[src/rtl/ted_pkg.sv]
// shared types and constants for the triangle edge dedup table
// no dependencies
package ted_pkg;

  localparam int NodeW      = 10;
  localparam int EdgeW      = 12;
  localparam int NodeCount  = 1024;
  localparam int MaxDegree  = 8;
  localparam int MaxEdges   = 4096;
  localparam int SlotW      = $clog2(MaxDegree);
  localparam int FillW      = $clog2(MaxDegree + 1);
  localparam int CountW     = $clog2(MaxEdges + 1);
  localparam int EntryW     = NodeW + EdgeW;
  localparam int RowBits    = MaxDegree * EntryW;
  localparam int MemW       = FillW + RowBits;

  typedef enum logic [2:0] {
    ST_CLEAR,
    ST_IDLE,
    ST_READ,
    ST_WAIT,
    ST_RESOLVE,
    ST_OUT
  } state_e;

  typedef struct packed {
    logic       clear;
    logic       load;
    logic       rd;
    logic       resolve;
    logic [1:0] sel;
  } ctrl_t;

endpackage

[src/rtl/ted_ctrl.sv]
// controller: clears the rows after reset, then walks the three local edges
// through read, wait and resolve steps; depends on ted_pkg
module ted_ctrl import ted_pkg::*; (
  input  logic  clk_i,
  input  logic  rst_ni,
  input  logic  in_valid_i,
  output logic  in_ready_o,
  output logic  out_valid_o,
  input  logic  out_ready_i,
  input  logic  clear_last_i,
  output ctrl_t ctrl_o
);

  state_e     state_q, state_d;
  logic [1:0] sel_q, sel_d;

  always_comb begin
    state_d = state_q;
    sel_d   = sel_q;
    case (state_q)
      ST_CLEAR:   if (clear_last_i) state_d = ST_IDLE;
      ST_IDLE:    if (in_valid_i) begin state_d = ST_READ; sel_d = 2'd0; end
      ST_READ:    state_d = ST_WAIT;
      ST_WAIT:    state_d = ST_RESOLVE;
      ST_RESOLVE: begin
        if (sel_q == 2'd2) state_d = ST_OUT;
        else begin
          state_d = ST_READ;
          sel_d   = sel_q + 2'd1;
        end
      end
      ST_OUT:     if (out_ready_i) state_d = ST_IDLE;
      default:    state_d = ST_IDLE;
    endcase
  end

  always_comb begin
    in_ready_o     = (state_q == ST_IDLE);
    out_valid_o    = (state_q == ST_OUT);
    ctrl_o.clear   = (state_q == ST_CLEAR);
    ctrl_o.load    = (state_q == ST_IDLE) && in_valid_i;
    ctrl_o.rd      = (state_q == ST_READ);
    ctrl_o.resolve = (state_q == ST_RESOLVE);
    ctrl_o.sel     = sel_q;
  end

  always_ff @(posedge clk_i or negedge rst_ni) begin
    if (!rst_ni) begin
      state_q <= ST_CLEAR;
      sel_q   <= 2'd0;
    end else begin
      state_q <= state_d;
      sel_q   <= sel_d;
    end
  end

endmodule
[config.mk]
export PLATFORM = sky130hd
export DESIGN_NAME = ted_ctrl
export DESIGN_NICKNAME = d
export VERILOG_FILES = /design/src/rtl/ted_pkg.sv /design/src/rtl/ted_ctrl.sv
export SDC_FILE = /design/constraint.sdc
export NUM_CORES = 1
export LEC_CHECK = 0
export BUFFER_PORTS_ARGS = -buffer_cell sky130_fd_sc_hd__buf_2
export CORE_MARGIN = 2
export CORE_UTILIZATION = 23
export CTS_CLUSTER_SIZE = 12
export DETAILED_ROUTE_END_ITERATION = 8
export GPL_TIMING_DRIVEN = 0
export SLEW_MARGIN = 20
export SYNTH_ARGS = -nofsm -noshare
export SYNTH_HDL_FRONTEND = slang
export SYNTH_SLANG_ARGS = --single-unit
export TNS_END_PERCENT = 50
[constraint.sdc]
create_clock -name clk_i -period 2.7 [get_ports clk_i]
set_clock_uncertainty 0.1 [all_clocks]
set_input_delay 0.54 -clock clk_i [delete_from_list [all_inputs] [get_ports clk_i]]
set_output_delay 0.54 -clock clk_i [all_outputs]
set_load 0.05 [all_outputs]
==> flow_summary.toml <==
[grt]
busiest_layer = "met2"
grt_use_met3_pct = 7.66
grt_pass1_wl_um = 1210
overflow = 0
grt_max_degree = 11
first_global_vias = 287
track_usage_pct = 9.32
met1_usage_pct = 10.2
use_met2_pct = 14.0
antenna_found_initial = 0

[cts]
cts-resized-gates = 0
cts_sinks = 5
h-tree-depth = 1
clkTransAtPathRegs_ps = 40
cts_buffers = 3
post-cts-setup-buffer-count = 0
clk_latency_ps = 240
cts_buffer_depth = 2
postCtsHoldBufs = 1
cts_tree = "done"
cts_root_buf = "clkbuf_4"

[yosys]
async_flop_share_pct = 100
syn_area_sq_um = 352
synth.distinct_cells = 22
seq_area_frac_synth_pct = 35.6
avgSynthCellArea_sq_um = 10.7
syn-num-nets = 39
synth_warnings = 0
yosys_register_bits = 5
synth-edff-count = 0
ys.flop_type = "dfrtp_1"
synth_cells = 33

[sta]
grt_setup_unrepaired = "false"
timing.hold.ws_ps = 446
fmax_mhz = 469
maxSlewHeadroom_pct = 80.0
hold_violations = 0
tightest_slew_ps = 300
period_minus_slack_ps = 2130
min_period_over_period_pct = 79.0
setup_viol = 0
setup_ws_ps = 566
fin_tns_setup_ps = 0
maxSlewViolCount = 0

[cells_and_area]
drive_gt1_share_pct = 42.0
final_cell_mix = "buf_2 (12), dfrtp_1 (5), nor2_1 (3), clkbuf_4 (3)"
multi_input_area_sq_um = 208
stdcell_count = 66
final_util_pct = 31.8
final_area_sq_um = 468
num_antenna_cells = 0
ff_latch_area_sq_um = 125
synthToLayoutAreaGrowth_pct = 33.1
nFillCells = 171
fin_nets = 57
final_common_cell = "buf_2"

[setup_path]
r2r_cells = 4
max_stage_delay_ps = 360
crit_arrival_ps = 1490
crit_family = "buffers and inverters"
worst-r2r-setup-slack_ps = 1300
critPathKind = "flop to primary output"
slowest_stage = "dfrtp_1"
cp.required_ps = 2060
crit_path_start_kind = "flop"
crit_chain = "buf_4 > nor3b_2 > and2_1 > buf_2"
cp-end-kind = "primary output"
timing.rr.start = "state_q[1]$_DFFE_PN0P_"
crit_path_max_fanout = 10
path_buf_inv = 2
timing.rr.end = "sel_q[1]$_DFFE_PN0P_"

[hold_path]
hp-start = "sel_q[1]$_DFFE_PN0P_"
hold_path_depth = 1
hold_path_class = "flop to flop"
min_to = "sel_q[1]$_DFFE_PN0P_"

[routing]
vias = 307
routed_wl_um = 688
drt-vias-per-instance = 4.65
wire_per_inst_um = 10.4
drtIter0Drc = 1
firstDrtPassIters = 3
drc = 0
antenna_left = 0

[place]
hpwlAfterDp_um = 543
place_congestion = 0.710
dpl-instance-area_sq_um = 432
dp_slack_ps = 812
post-place-cells = 61
io_buffers = 12

[pwr]
p_total_mw = 0.662
powerDensity_nw_per_um2 = 1420
leakagePower_nw = 0.220
ir_drop_v = 0.000359

[floorplanning]
ios = 13
placementRows = 14
start_util_pct = 23.9
dieArea_sq_um = 1860
core-area_sq_um = 1470
die_h_um = 43.1
die_w_um = 43.1

[status]
status = "complete, no violations"

[run]
drv_cap = 0
routing by layer:
metal / up-vias / part of all wire (%)
li1: 154 / -
met1: 145 / 41
met2: 8 / 52
met3: 0 / 7.1
met4: 0 / 0
met5: - / 0
worst max-delay path by stage:
stage	start	endpoint	slack [ps]	cells past startpoint
2_1_floorplan	state_q[1]$_DFFE_PN0P_	ctrl_o[4]	260	3
3_3_place_gp	state_q[1]$_DFFE_PN0P_	ctrl_o[4]	820	4
3_5_place_dp	state_q[1]$_DFFE_PN0P_	ctrl_o[4]	810	4
4_1_cts	state_q[1]$_DFFE_PN0P_	ctrl_o[4]	530	4
5_1_grt	state_q[1]$_DFFE_PN0P_	ctrl_o[4]	430	4
6_report	state_q[1]$_DFFE_PN0P_	ctrl_o[4]	570	4
kinds of logic after synthesis:
logic type | share of synthesized area (%)
adders and majority gates | 3.56
DFF | 35.6
AOI/OAI and AO/OA | 17.8
buffers and inverters | 5.34
xor gates and xnor gates | 2.49
and+or+nand+nor | 35.2
cell usage after synthesis, types with 2 or more instances:
| master | count | share of area (%) |
|---|---|---|
| dfrtp_1 | 5 | 36 |
| o21ai_0 | 2 | 2.8 |
| nor2_1 | 3 | 3.2 |
| a22o_1 | 2 | 5.0 |
| nand2b_1 | 2 | 3.6 |
| o21bai_1 | 2 | 4.3 |
| buf_4 | 2 | 4.3 |
sequential cells by signal (all words and copies together) (netlist names):
name	flops
sel_q	2
state_q	3
area by class of cell:
cell class	count	area share (%)
timing repair buffer	13	15.0
clock buffer	4	5.61
buffer	2	3.21
inverter	1	0.802
tap	16	4.28
multi-input combinational	25	44.4
sequential	5	26.7
power by group:
part / internal (mW) / total [mW] / switching (mW)
Clock: 0.0559 / 0.0862 / 0.0303
Sequential: 0.105 / 0.134 / 0.0298
Combinational: 0.149 / 0.442 / 0.293
Total: 0.309 / 0.662 / 0.353
No activity file was read; power rests on OpenSTA's default activity.
